### config.mk
export PLATFORM = sky130hd
export DESIGN_NAME = midi_track_event_encoder_top
export DESIGN_NICKNAME = d
export VERILOG_FILES = /design/src/mtee_pkg.sv /design/src/midi_track_event_encoder_top.sv
export SDC_FILE = /design/constraint.sdc
export NUM_CORES = 2
export LEC_CHECK = 0
export BUFFER_PORTS_ARGS = -buffer_cell sky130_fd_sc_hd__buf_2
export CORE_MARGIN = 4
export CORE_UTILIZATION = 45
export DETAILED_ROUTE_END_ITERATION = 16
export PLACE_DENSITY = 0.66
export SYNTH_ARGS = -nofsm -noshare
export SYNTH_HDL_FRONTEND = slang
export SYNTH_SLANG_ARGS = --single-unit
### constraint.sdc
create_clock -name clk -period 11.2 [get_ports clk]
set_input_delay 0.56 -clock clk [delete_from_list [all_inputs] [get_ports clk]]
set_output_delay 0.56 -clock clk [all_outputs]
set_load 0.01 [all_outputs]
### src/mtee_pkg.sv
package mtee_pkg;

    localparam int TRACKS_DEF = 128;

    localparam int TRACK_W = 7;
    localparam int TICK_W  = 28;
    localparam int D2_W    = 15;
    localparam int VLQ_N   = 4;
    localparam int MSG_N   = 10;
    localparam int IDX_W   = 4;
    localparam int S_DATA_W = 40;
    localparam int S_USER_W = 5;
    localparam int M_DATA_W = 16;

    localparam logic [1:0] OP_TICK  = 2'd0;
    localparam logic [1:0] OP_EVENT = 2'd1;
    localparam logic [1:0] OP_EOT   = 2'd2;

    localparam logic [2:0] KIND_NOTE_OFF = 3'd0;
    localparam logic [2:0] KIND_NOTE_ON  = 3'd1;
    localparam logic [2:0] KIND_PROGRAM  = 3'd2;
    localparam logic [2:0] KIND_CONTROL  = 3'd3;
    localparam logic [2:0] KIND_PITCH    = 3'd4;

    localparam logic [7:0] ST_NOTE    = 8'h90;
    localparam logic [7:0] ST_CONTROL = 8'hB0;
    localparam logic [7:0] ST_PROGRAM = 8'hC0;
    localparam logic [7:0] ST_PITCH   = 8'hE0;
    localparam logic [7:0] CC_BANK_MSB = 8'h00;
    localparam logic [7:0] CC_BANK_LSB = 8'h20;
    localparam logic [7:0] META_MARK  = 8'hFF;
    localparam logic [7:0] META_EOT   = 8'h2F;

endpackage

### src/midi_track_event_encoder_top.sv
// Encodes ticks and MIDI events into Standard MIDI File track bytes, one byte per
// output transfer, tagged with its track and with tlast on the final byte of each
// input transfer. An event yields 3 to 14 bytes (a variable-length delta of 1 to 4
// bytes, then the message), an end of track yields 4 bytes, and a tick or an ignored
// item yields none. The output gives one byte per cycle unless m_tready holds it back.
// An item passes from a registered input stage to the byte serializer and then to a
// registered output stage, and a new item can be taken while the serializer is still
// busy with the last one. After reset the per-track tick memory is cleared, during
// which s_tready stays low.
module midi_track_event_encoder_top
    import mtee_pkg::*;
#(
    parameter int TRACKS = TRACKS_DEF
)
(
    input  logic                clk,
    input  logic                rst_n,
    input  logic                s_tvalid,
    output logic                s_tready,
    // track[6:0], data_one[14:7], data_two[29:15], command_byte[36:30], zero fill.
    input  logic [S_DATA_W-1:0] s_tdata,
    // op[1:0], kind[4:2].
    input  logic [S_USER_W-1:0] s_tuser,
    output logic                m_tvalid,
    input  logic                m_tready,
    // out_byte[7:0], out_track[14:8], zero fill.
    output logic [M_DATA_W-1:0] m_tdata,
    // last_byte.
    output logic                m_tlast
);

    localparam int DEPTH = (TRACKS < 128) ? TRACKS : 128;
    localparam int AW    = (DEPTH > 1) ? $clog2(DEPTH) : 1;

    logic [TRACK_W-1:0] in_trk;
    logic [7:0]         in_d1;
    logic [D2_W-1:0]    in_d2;
    logic [6:0]         in_cmd;
    logic [1:0]         in_op;
    logic [2:0]         in_kind;
    logic               in_range;
    logic               s_xfer;
    logic               is_event;
    logic               is_eot;

    logic [TICK_W-1:0]  tick_now_reg;
    logic [TICK_W-1:0]  mem [DEPTH];
    logic               clr_active_reg;
    logic [AW-1:0]      clr_cnt_reg;

    logic               a_valid_reg;
    logic               a_eot_reg;
    logic [2:0]         a_kind_reg;
    logic [7:0]         a_d1_reg;
    logic [D2_W-1:0]    a_d2_reg;
    logic [6:0]         a_cmd_reg;
    logic [TRACK_W-1:0] a_trk_reg;
    logic [TICK_W-1:0]  a_tick_reg;
    logic [TICK_W-1:0]  a_rd_reg;

    logic               b_valid_reg;
    logic [7:0]         b_vlq_reg [VLQ_N];
    logic [7:0]         b_msg_reg [MSG_N];
    logic [1:0]         b_ng_reg;
    logic [IDX_W-1:0]   b_last_reg;
    logic [IDX_W-1:0]   b_idx_reg;
    logic [TRACK_W-1:0] b_trk_reg;

    logic [7:0]         b_vlq_next [VLQ_N];
    logic [7:0]         b_msg_next [MSG_N];
    logic [1:0]         b_ng_next;
    logic [IDX_W-1:0]   b_last_next;
    logic [TICK_W-1:0]  delta;
    logic [6:0]         grp [VLQ_N];
    logic [IDX_W-1:0]   nm;
    logic [7:0]         st_ctl;
    logic [13:0]        bend;

    logic               c_valid_reg;
    logic [7:0]         c_byte_reg;
    logic [TRACK_W-1:0] c_trk_reg;
    logic               c_last_reg;

    logic               c_free;
    logic               b_emit;
    logic               b_done;
    logic               b_free;
    logic               a_adv;
    logic [7:0]         b_byte;
    logic [IDX_W-1:0]   msg_idx;

    assign in_trk  = s_tdata[6:0];
    assign in_d1   = s_tdata[14:7];
    assign in_d2   = s_tdata[29:15];
    assign in_cmd  = s_tdata[36:30];
    assign in_op   = s_tuser[1:0];
    assign in_kind = s_tuser[4:2];

    assign in_range = (32'(in_trk) < 32'(TRACKS));
    assign is_event = (in_op == OP_EVENT) && in_range && (in_kind <= KIND_PITCH);
    assign is_eot   = (in_op == OP_EOT) && in_range;

    assign c_free   = !c_valid_reg || m_tready;
    assign b_emit   = b_valid_reg && c_free;
    assign b_done   = b_emit && (b_idx_reg == b_last_reg);
    assign b_free   = !b_valid_reg || b_done;
    assign a_adv    = a_valid_reg && b_free;
    assign s_tready = !clr_active_reg && (!a_valid_reg || a_adv);
    assign s_xfer   = s_tvalid && s_tready;

    // Per-track tick of the last event, read and written at the input transfer.
    always_ff @(posedge clk)
    begin
        if (clr_active_reg)
        begin
            mem[clr_cnt_reg] <= '0;
        end
        else if (s_xfer && is_event)
        begin
            mem[in_trk[AW-1:0]] <= tick_now_reg;
        end
        if (s_xfer)
        begin
            a_rd_reg <= mem[in_trk[AW-1:0]];
        end
    end

    always_comb
    begin
        delta = a_tick_reg - a_rd_reg;
        for (int g = 0; g < VLQ_N; g++)
        begin
            grp[g] = delta[7*g +: 7];
        end
        if (a_eot_reg)
        begin
            b_ng_next = 2'd0;
        end
        else if (grp[3] != 7'd0)
        begin
            b_ng_next = 2'd3;
        end
        else if (grp[2] != 7'd0)
        begin
            b_ng_next = 2'd2;
        end
        else if (grp[1] != 7'd0)
        begin
            b_ng_next = 2'd1;
        end
        else
        begin
            b_ng_next = 2'd0;
        end
        for (int i = 0; i < VLQ_N; i++)
        begin
            if (a_eot_reg || (2'(i) > b_ng_next))
            begin
                b_vlq_next[i] = 8'h00;
            end
            else
            begin
                b_vlq_next[i] = {(2'(i) < b_ng_next), grp[2'(b_ng_next - 2'(i))]};
            end
        end

        st_ctl = ST_CONTROL + a_d2_reg[7:0];
        bend   = {a_d1_reg[5:0], 8'h00} + a_d2_reg[13:0];
        for (int i = 0; i < MSG_N; i++)
        begin
            b_msg_next[i] = 8'h00;
        end
        nm = 4'd3;
        if (a_eot_reg)
        begin
            b_msg_next[0] = META_MARK;
            b_msg_next[1] = META_EOT;
            b_msg_next[2] = 8'h00;
        end
        else
        begin
            case (a_kind_reg)
                KIND_NOTE_OFF, KIND_NOTE_ON:
                begin
                    b_msg_next[0] = ST_NOTE + {4'h0, a_d1_reg[3:0]};
                    b_msg_next[1] = {1'b0, a_cmd_reg};
                    b_msg_next[2] = (a_kind_reg == KIND_NOTE_OFF) ? 8'h00 : a_d2_reg[7:0];
                end
                KIND_PROGRAM:
                begin
                    if (!a_d2_reg[D2_W-1])
                    begin
                        nm = 4'd10;
                        b_msg_next[0] = st_ctl;
                        b_msg_next[1] = CC_BANK_MSB;
                        b_msg_next[2] = {1'b0, a_d2_reg[13:7]};
                        b_msg_next[3] = 8'h00;
                        b_msg_next[4] = st_ctl;
                        b_msg_next[5] = CC_BANK_LSB;
                        b_msg_next[6] = {1'b0, a_d2_reg[6:0]};
                        b_msg_next[7] = 8'h00;
                        b_msg_next[8] = ST_PROGRAM + a_d2_reg[7:0];
                        b_msg_next[9] = {1'b0, a_cmd_reg};
                    end
                    else
                    begin
                        nm = 4'd2;
                        b_msg_next[0] = ST_PROGRAM + a_d2_reg[7:0];
                        b_msg_next[1] = {1'b0, a_cmd_reg};
                    end
                end
                KIND_CONTROL:
                begin
                    b_msg_next[0] = st_ctl;
                    b_msg_next[1] = {1'b0, a_cmd_reg};
                    b_msg_next[2] = a_d1_reg;
                end
                default:
                begin
                    b_msg_next[0] = ST_PITCH + {1'b0, a_cmd_reg};
                    b_msg_next[1] = {1'b0, bend[6:0]};
                    b_msg_next[2] = {1'b0, bend[13:7]};
                end
            endcase
        end
        b_last_next = {2'b00, b_ng_next} + nm;
    end

    assign msg_idx = b_idx_reg - {2'b00, b_ng_reg} - 4'd1;
    assign b_byte  = (b_idx_reg <= {2'b00, b_ng_reg}) ? b_vlq_reg[b_idx_reg[1:0]]
                                                      : b_msg_reg[msg_idx];

    always_ff @(posedge clk or negedge rst_n)
    begin
        if (!rst_n)
        begin
            tick_now_reg   <= '0;
            clr_active_reg <= 1'b1;
            clr_cnt_reg    <= '0;
            a_valid_reg    <= 1'b0;
            b_valid_reg    <= 1'b0;
            b_idx_reg      <= '0;
            c_valid_reg    <= 1'b0;
        end
        else
        begin
            if (clr_active_reg)
            begin
                clr_cnt_reg <= clr_cnt_reg + 1'b1;
                if (clr_cnt_reg == AW'(DEPTH - 1))
                begin
                    clr_active_reg <= 1'b0;
                end
            end
            if (s_xfer && (in_op == OP_TICK))
            begin
                tick_now_reg <= tick_now_reg + 1'b1;
            end
            if (s_xfer)
            begin
                a_valid_reg <= is_event || is_eot;
            end
            else if (a_adv)
            begin
                a_valid_reg <= 1'b0;
            end
            if (a_adv)
            begin
                b_valid_reg <= 1'b1;
                b_idx_reg   <= '0;
            end
            else if (b_done)
            begin
                b_valid_reg <= 1'b0;
            end
            else if (b_emit)
            begin
                b_idx_reg <= b_idx_reg + 1'b1;
            end
            if (b_emit)
            begin
                c_valid_reg <= 1'b1;
            end
            else if (m_tready)
            begin
                c_valid_reg <= 1'b0;
            end
        end
    end

    always_ff @(posedge clk)
    begin
        if (s_xfer)
        begin
            a_eot_reg  <= is_eot;
            a_kind_reg <= in_kind;
            a_d1_reg   <= in_d1;
            a_d2_reg   <= in_d2;
            a_cmd_reg  <= in_cmd;
            a_trk_reg  <= in_trk;
            a_tick_reg <= tick_now_reg;
        end
        if (a_adv)
        begin
            b_vlq_reg  <= b_vlq_next;
            b_msg_reg  <= b_msg_next;
            b_ng_reg   <= b_ng_next;
            b_last_reg <= b_last_next;
            b_trk_reg  <= a_trk_reg;
        end
        if (b_emit)
        begin
            c_byte_reg <= b_byte;
            c_trk_reg  <= b_trk_reg;
            c_last_reg <= (b_idx_reg == b_last_reg);
        end
    end

    assign m_tvalid = c_valid_reg;
    assign m_tdata  = {1'b0, c_trk_reg, c_byte_reg};
    assign m_tlast  = c_last_reg;

endmodule
# --- Yosys cells after proc, flatten, opt, wreduce, memory -nomap -nowiden ---
# Memories as Yosys holds them, arrays and structs flattened. A register that Yosys moved wholly into a read port is not among the register bits.
# Cells that the tools add are included.
totals:
  mem_count: 1
  in_bits: 49
  output_inout_bits: 19
  ram_bits: 3584
  reg_bits: 253
  word_cells: 166
op_classes:
  n_eq_ne: 8
  n_reduce_logical: 34
  magnitude_cmp: 16
  add_sub_neg: 15
  n_bitwise: 7
  muxes: 49
mem_list:
  columns: ["name", "words", "width", "rd", "rd_ports_with_merged_regs", "wr", "line_no", "text"]
  rows:
  - ["mem", 128, 28, 1, 1, 1, "midi_track_event_encoder_top.sv:47", "logic [TICK_W-1:0] mem [DEPTH];"]
op_table:
  columns: ["cell", "n"]
  rows:
  - ["24-bit one-hot mux with 3 select lines", 1]
  - ["63-bit 2-to-1 mux", 1]
  - ["7-bit 2-to-1 mux", 9]
  - ["7-bit binary-select mux with 2-bit select", 4]
  - ["8-bit 2-to-1 mux", 6]
  - ["8-bit binary-select mux with 4-bit select", 1]
  - ["28-bit by 1-bit adder with 28-bit output (second input constant)", 1]
  - ["28-bit 2-to-1 mux", 1]
  - ["28-bit OR reduction", 1]
  - ["28-bit subtractor", 1]
  - ["4-bit 2-to-1 mux", 6]
  - ["7-bit nonzero test", 3]
  - ["8-bit adder (first input constant)", 2]
  - ["8-bit binary-select mux with 2-bit select", 1]
  - ["16-bit 2-to-1 mux", 1]
  - ["3-bit >= comparator (second input constant)", 5]
  - ["1-bit 2-to-1 mux", 15]
  - ["2-bit NOT with 3-bit output", 5]
  - ["14-bit adder", 1]
  - ["8-bit by 4-bit adder with 8-bit output (first input constant)", 1]
  - ["8-bit by 7-bit adder with 8-bit output (first input constant)", 1]
  - ["1-bit logical AND", 8]
  - ["1-bit logical OR", 8]
  - ["2-bit nonzero test", 4]
  - ["other kinds (30)", 42]

# --- Longest topological paths before layout ---
depth:
  ltp_word: 15
  ltp_mapped: 19
  ltp_nobuf: 18

# --- Least setup slack after synthesis ---
# Ideal clock, no wire load.
synth_path:
  path_type: "reg-to-reg"
  startpoint: "reg b_idx_reg[2]"
  endpoint: "mem mem[0][10] (data pin)"
  arrival_time_ns: 3.916
  setup_slack_ns: 6.750
  period_less_slack_ns: 4.450
  setup_ns: 0.535
  path_stages_with_launch: 12
  required_time_ns: 10.665
  n_path_buf: 5
  path_cell_list: "dfrtp_1 -> clkbuf_1 -> xnor2_1 -> nand4_1 -> o211ai_1 -> nand3b_1 -> nor2b_1 -> buf_2 -> clkbuf_1 -> clkbuf_1 -> clkbuf_1 -> and2_1"
synth_between:
  elab_chain_len: 13
synth_lines:
  columns: ["element", "line_no", "text"]
  rows:
  - ["start: declaration", "midi_track_event_encoder_top.sv:66", "logic [IDX_W-1:0] b_idx_reg;"]
  - ["start signal: assignment", "midi_track_event_encoder_top.sv:278", "b_idx_reg <= b_idx_reg + 1'b1;"]
  - ["4-bit == test", "midi_track_event_encoder_top.sv:105", "assign b_done = b_emit && (b_idx_reg == b_last_reg);"]
  - ["1-bit logical AND", "midi_track_event_encoder_top.sv:105", null]
  - ["1-bit logical OR", "midi_track_event_encoder_top.sv:106", "assign b_free = !b_valid_reg || b_done;"]
  - ["1-bit logical AND", "midi_track_event_encoder_top.sv:107", "assign a_adv = a_valid_reg && b_free;"]
  - ["1-bit logical OR", "midi_track_event_encoder_top.sv:108", "assign s_tready = !clr_active_reg && (!a_valid_reg || a_adv);"]
  - ["1-bit logical AND", "midi_track_event_encoder_top.sv:108", null]
  - ["1-bit logical AND", "midi_track_event_encoder_top.sv:109", "assign s_xfer = s_tvalid && s_tready;"]
  - ["1-bit logical AND", "midi_track_event_encoder_top.sv:118", "else if (s_xfer && is_event)"]
  - ["1-bit 2-to-1 mux", "midi_track_event_encoder_top.sv:118", null]
  - ["1-bit 2-to-1 mux", "midi_track_event_encoder_top.sv:114", "if (clr_active_reg)"]
  - ["1-bit 2-to-1 mux (not written as such)", "midi_track_event_encoder_top.sv:120", "mem[in_trk[AW-1:0]] <= tick_now_reg;"]
  - ["28-bit OR reduction (no line)", null, null]
  - ["28-bit 2-to-1 mux (no line)", null, null]
  - ["end: declaration", "midi_track_event_encoder_top.sv:47", null]
# Every way passes these cells.

# --- Final worst setup path ---
layout_path:
  startpoint: "reg b_idx_reg[0]"
  endpoint: "mem mem[24][12] (enable)"
layout_between:
  elab_chain_len: 13
  word_cells_on_any_way: 14
  classes_between: "1 x eq/ne; 5 x mux; 8 x reduce/logical"
layout_lines:
  columns: ["element", "line_no"]
  rows:
  - ["4-bit == test (*)", "midi_track_event_encoder_top.sv:105"]
  - ["1-bit logical AND (*)", "midi_track_event_encoder_top.sv:105"]
  - ["1-bit logical OR (*)", "midi_track_event_encoder_top.sv:106"]
  - ["1-bit logical AND (*)", "midi_track_event_encoder_top.sv:107"]
  - ["1-bit logical OR (*)", "midi_track_event_encoder_top.sv:108"]
  - ["1-bit logical AND (*)", "midi_track_event_encoder_top.sv:108"]
  - ["1-bit logical AND (*)", "midi_track_event_encoder_top.sv:109"]
  - ["1-bit logical AND (*)", "midi_track_event_encoder_top.sv:118"]
  - ["1-bit 2-to-1 mux (*)", "midi_track_event_encoder_top.sv:118"]
  - ["1-bit 2-to-1 mux (*)", "midi_track_event_encoder_top.sv:114"]
  - ["1-bit 2-to-1 mux (not written as such) (*)", "midi_track_event_encoder_top.sv:120"]
  - ["28-bit OR reduction (no line)", null]
  - ["7-bit 2-to-1 mux (no line) / 1-bit 2-to-1 mux (equally long branches)", null]
# Mark *: on every way between the ends. The rest lies on a longest branch, timed or not.

==> flow_summary.toml <==
[run_status]
status = "completed"

[clock_network]
cts.sinks = 3827
cts_buffers = 378
clock_latency_ns = 0.92
htreeDepth = 5
cts_tree = "built"
clock_path_buffers = 4
path_clk_slew_ns = 0.06
cts.root.buffer_cell = "clkbuf_16"
cts_setup_buffers = 0

[sta]
grt_setup_unrepaired = "false"
finalMaxSlewViolations = 0
skew_ns = 0.0763
period_share_pct = 53.3
setup_ws_ns = 5.23
tightest_slew_ns = 1.24
hold_violations = 0
slew_headroom_pct = 16.1
setup_tns_ns = 0
min_period_ns = 5.97
fmax_ghz = 0.168
setup_violations = 0

[synth]
yosys_warnings = 0
synth_top_family_by_area = "multiplexers"
synthSimpleGateAreaFrac_pct = 1.67
ys.flop_type = "edfxtp_1"
synth_xor_area_share_pct = 0.399
synthesis.nets = 6470
synth_fa_ha_area_share_pct = 0.418
synth_area_leaders = "edfxtp_1, mux4_2, dfrtp_1"
synth_top_area_share_pct = 76.2
ys_async_sr_fraction_pct = 1.12
synth_area_um2 = 149000
synth_compound_area_share_pct = 1.17
syn-mean-instance-area_um2 = 23.4
synth_cell_type_count = 84
synth_seq_area_share_pct = 76.9
synthMuxAreaShare_pct = 18.4
synth_seq_cells = 3827
synth_top_area_cell = "edfxtp_1"
synth_edf_count = 3784
syn_inst = 6373

[global_routing]
grtUsageTotal_pct = 21.1
grt_max_degree = 127
grt_antenna_before_repair = 30
grt_pass1_vias = 70279
grt_overflow_total = 0
grt_pass1_wl_um = 517000

[floorplanning]
dieArea_um2 = 341000
chipWidth_um = 584
rows = 211
start_util_pct = 45.2
die_y_um = 584
core_area_um2 = 330000
ios = 68

[cells_and_area]
syn_to_final_growth_pct = 13.2
drive_above_1_share_pct = 31.3
finish.utilization_pct = 51.1
num-nets-final = 6792
final_common_cell = "edfxtp_1"
fin_cells = 11377
largest_reg_flops = 3584
mostFrequentLayoutCells = "edfxtp_1, mux4_2, clkbuf_16, buf_4, nor2_4"

[power]
clkPwrFrac_pct = 40.8
switchingPower_mw = 6.78
p_leak_nw = 50.3
ir_drop_mv = 0.147
p_int_mw = 24.0
swShare_pct = 22.0
pwr-share-comb_pct = 7.5
power_density_nw_per_um2 = 182
p_seq_share_pct = 51.6

[worst_setup_path]
crit_arrival_ns = 6.46
crit_buf_inv = 2
end_kind = "register"
regToRegSetupSlack_ns = 5.23
path_max_fanout = 55
crit_chain = "xnor2_1, nand4_1, o211ai_1, nand3b_1, nor2b_4, buf_4, mux2i_1, nand2b_1, nand2b_2, buf_4, nor2_4"
cp.required_ns = 11.69
worstSetupPathType = "reg2reg"
critPathLaunchType = "register"
critPathSlowestCell = "nor2_4"
path_common_cell = "buf_4"
critPathTopFamily = "simple AND/OR/NAND/NOR gates"
slowest_delay_ns = 0.91

[drt]
routed.top_layer = "met4"
wl_met3_um = 30000
wire_per_inst_um = 31.7
vias = 69527
wl_met2_um = 176000
drc_errors = 0
wl_met1_um = 144000
finalWirelength_um = 360000
firstDrtPassIters = 6
drt_iter0_markers = 9738
viasPerCell = 6.11
ant_nets = 0

[placement]
place_congestion = 0.874
place_ws_ns = 5.23
dpl.cell_count = 10645
dp_hpwl_um = 196000
io_buffers = 63

[job]
max_cap_violations = 0

[worst_hold_path]
hold_class = "in2reg"
-- area by class of cell --
class / instances / area (µm²)
diodes: 12 / 30.0
clock buffers: 462 / 10000
clock inverters: 222 / 2200
fillers: 25078 / 161000
inverters: 64 / 243
multi-input cells: 2149 / 33900
flip-flops and latches: 3827 / 115000
well taps: 4366 / 5460
repair buffers: 275 / 2180
-- through the flow --
stage / power, mW / hold WS, ns / area, µm²
after floorplan: 17.8 / 0.264 / 149000
after global placement: 18.5 / 0.401 / 156000
after detailed placement: 18.5 / 0.409 / 156000
after CTS: 31.0 / 0.0222 / 169000
after global routing: 31.8 / 0.0587 / 169000
final: 30.8 / 0.0805 / 169000
-- Yosys cell counts, types with 37 or more instances --
library cell / number
mux4_2: 1184
buf_2: 41
a21oi_1: 65
edfxtp_1: 3784
nor2_1: 215
inv_1: 64
and2_1: 49
xnor2_1: 48
ha_1: 45
mux2_2: 41
nand3_1: 37
dfrtp_1: 42
nand2_1: 106
o21ai_0: 55
buf_1: 73
clkbuf_1: 215
-- power groups by stage --
stage / logic [mW] / clock network, mW / registers [mW]
2_1_floorplan: 1.62 / 0 / 16.2
3_3_place_gp: 2.27 / 0 / 16.2
3_5_place_dp: 2.29 / 0 / 16.2
4_1_cts: 2.31 / 12.8 / 15.9
5_1_grt: 2.49 / 13.4 / 15.9
6_report: 2.32 / 12.6 / 15.9
-- what timing repair did --
item / in CTS / in global routing
resized for setup: 0 / 0
setup endpoints to repair: 0 / 0
hold buffers: 36 / 0
hold endpoints to repair: 77 / 0
-- tightest hold or removal path, cell delays in order --
cell and delay [ns]:
buf_2 0.11, nor3_2 0.11, xor2_1 0.14
-- cell families (layout without fill, tap and decap cells) --
logic type	after synthesis	in the layout
flip-flops	3827	3827
multiplexers	1248	1248
AND/OR/NAND/NOR	524	524
buffers and inverters	397	1023
AO/OA/AOI/OAI	260	260
XOR/XNOR	68	68
adder cells (fa/ha/maj)	48	48
other	1	13
-- per-layer routing --
layer / track usage [%] / up-vias
li1: - / 27939
met1: 30.4 / 37649
met2: 34.1 / 3406
met3: 3.04 / 533
met4: 5.93 / 0
met5: 0 / -
-- final timing paths --
kind / from / endpoint / cells past startpoint
hold reg to reg: b_trk_reg[2] / c_trk_reg[2] / 0
hold / removal: s_tuser[1] / tick_now_reg[0] / 3
setup / recovery: b_idx_reg[0] / mem[24][12] / 11
min in group asynchronous: rst_n / m_tvalid / 3
max in group asynchronous: rst_n / tick_now_reg[17] / 3
setup reg to reg: b_idx_reg[0] / mem[24][12] / 11
Power figures use the tool's default switching activity.
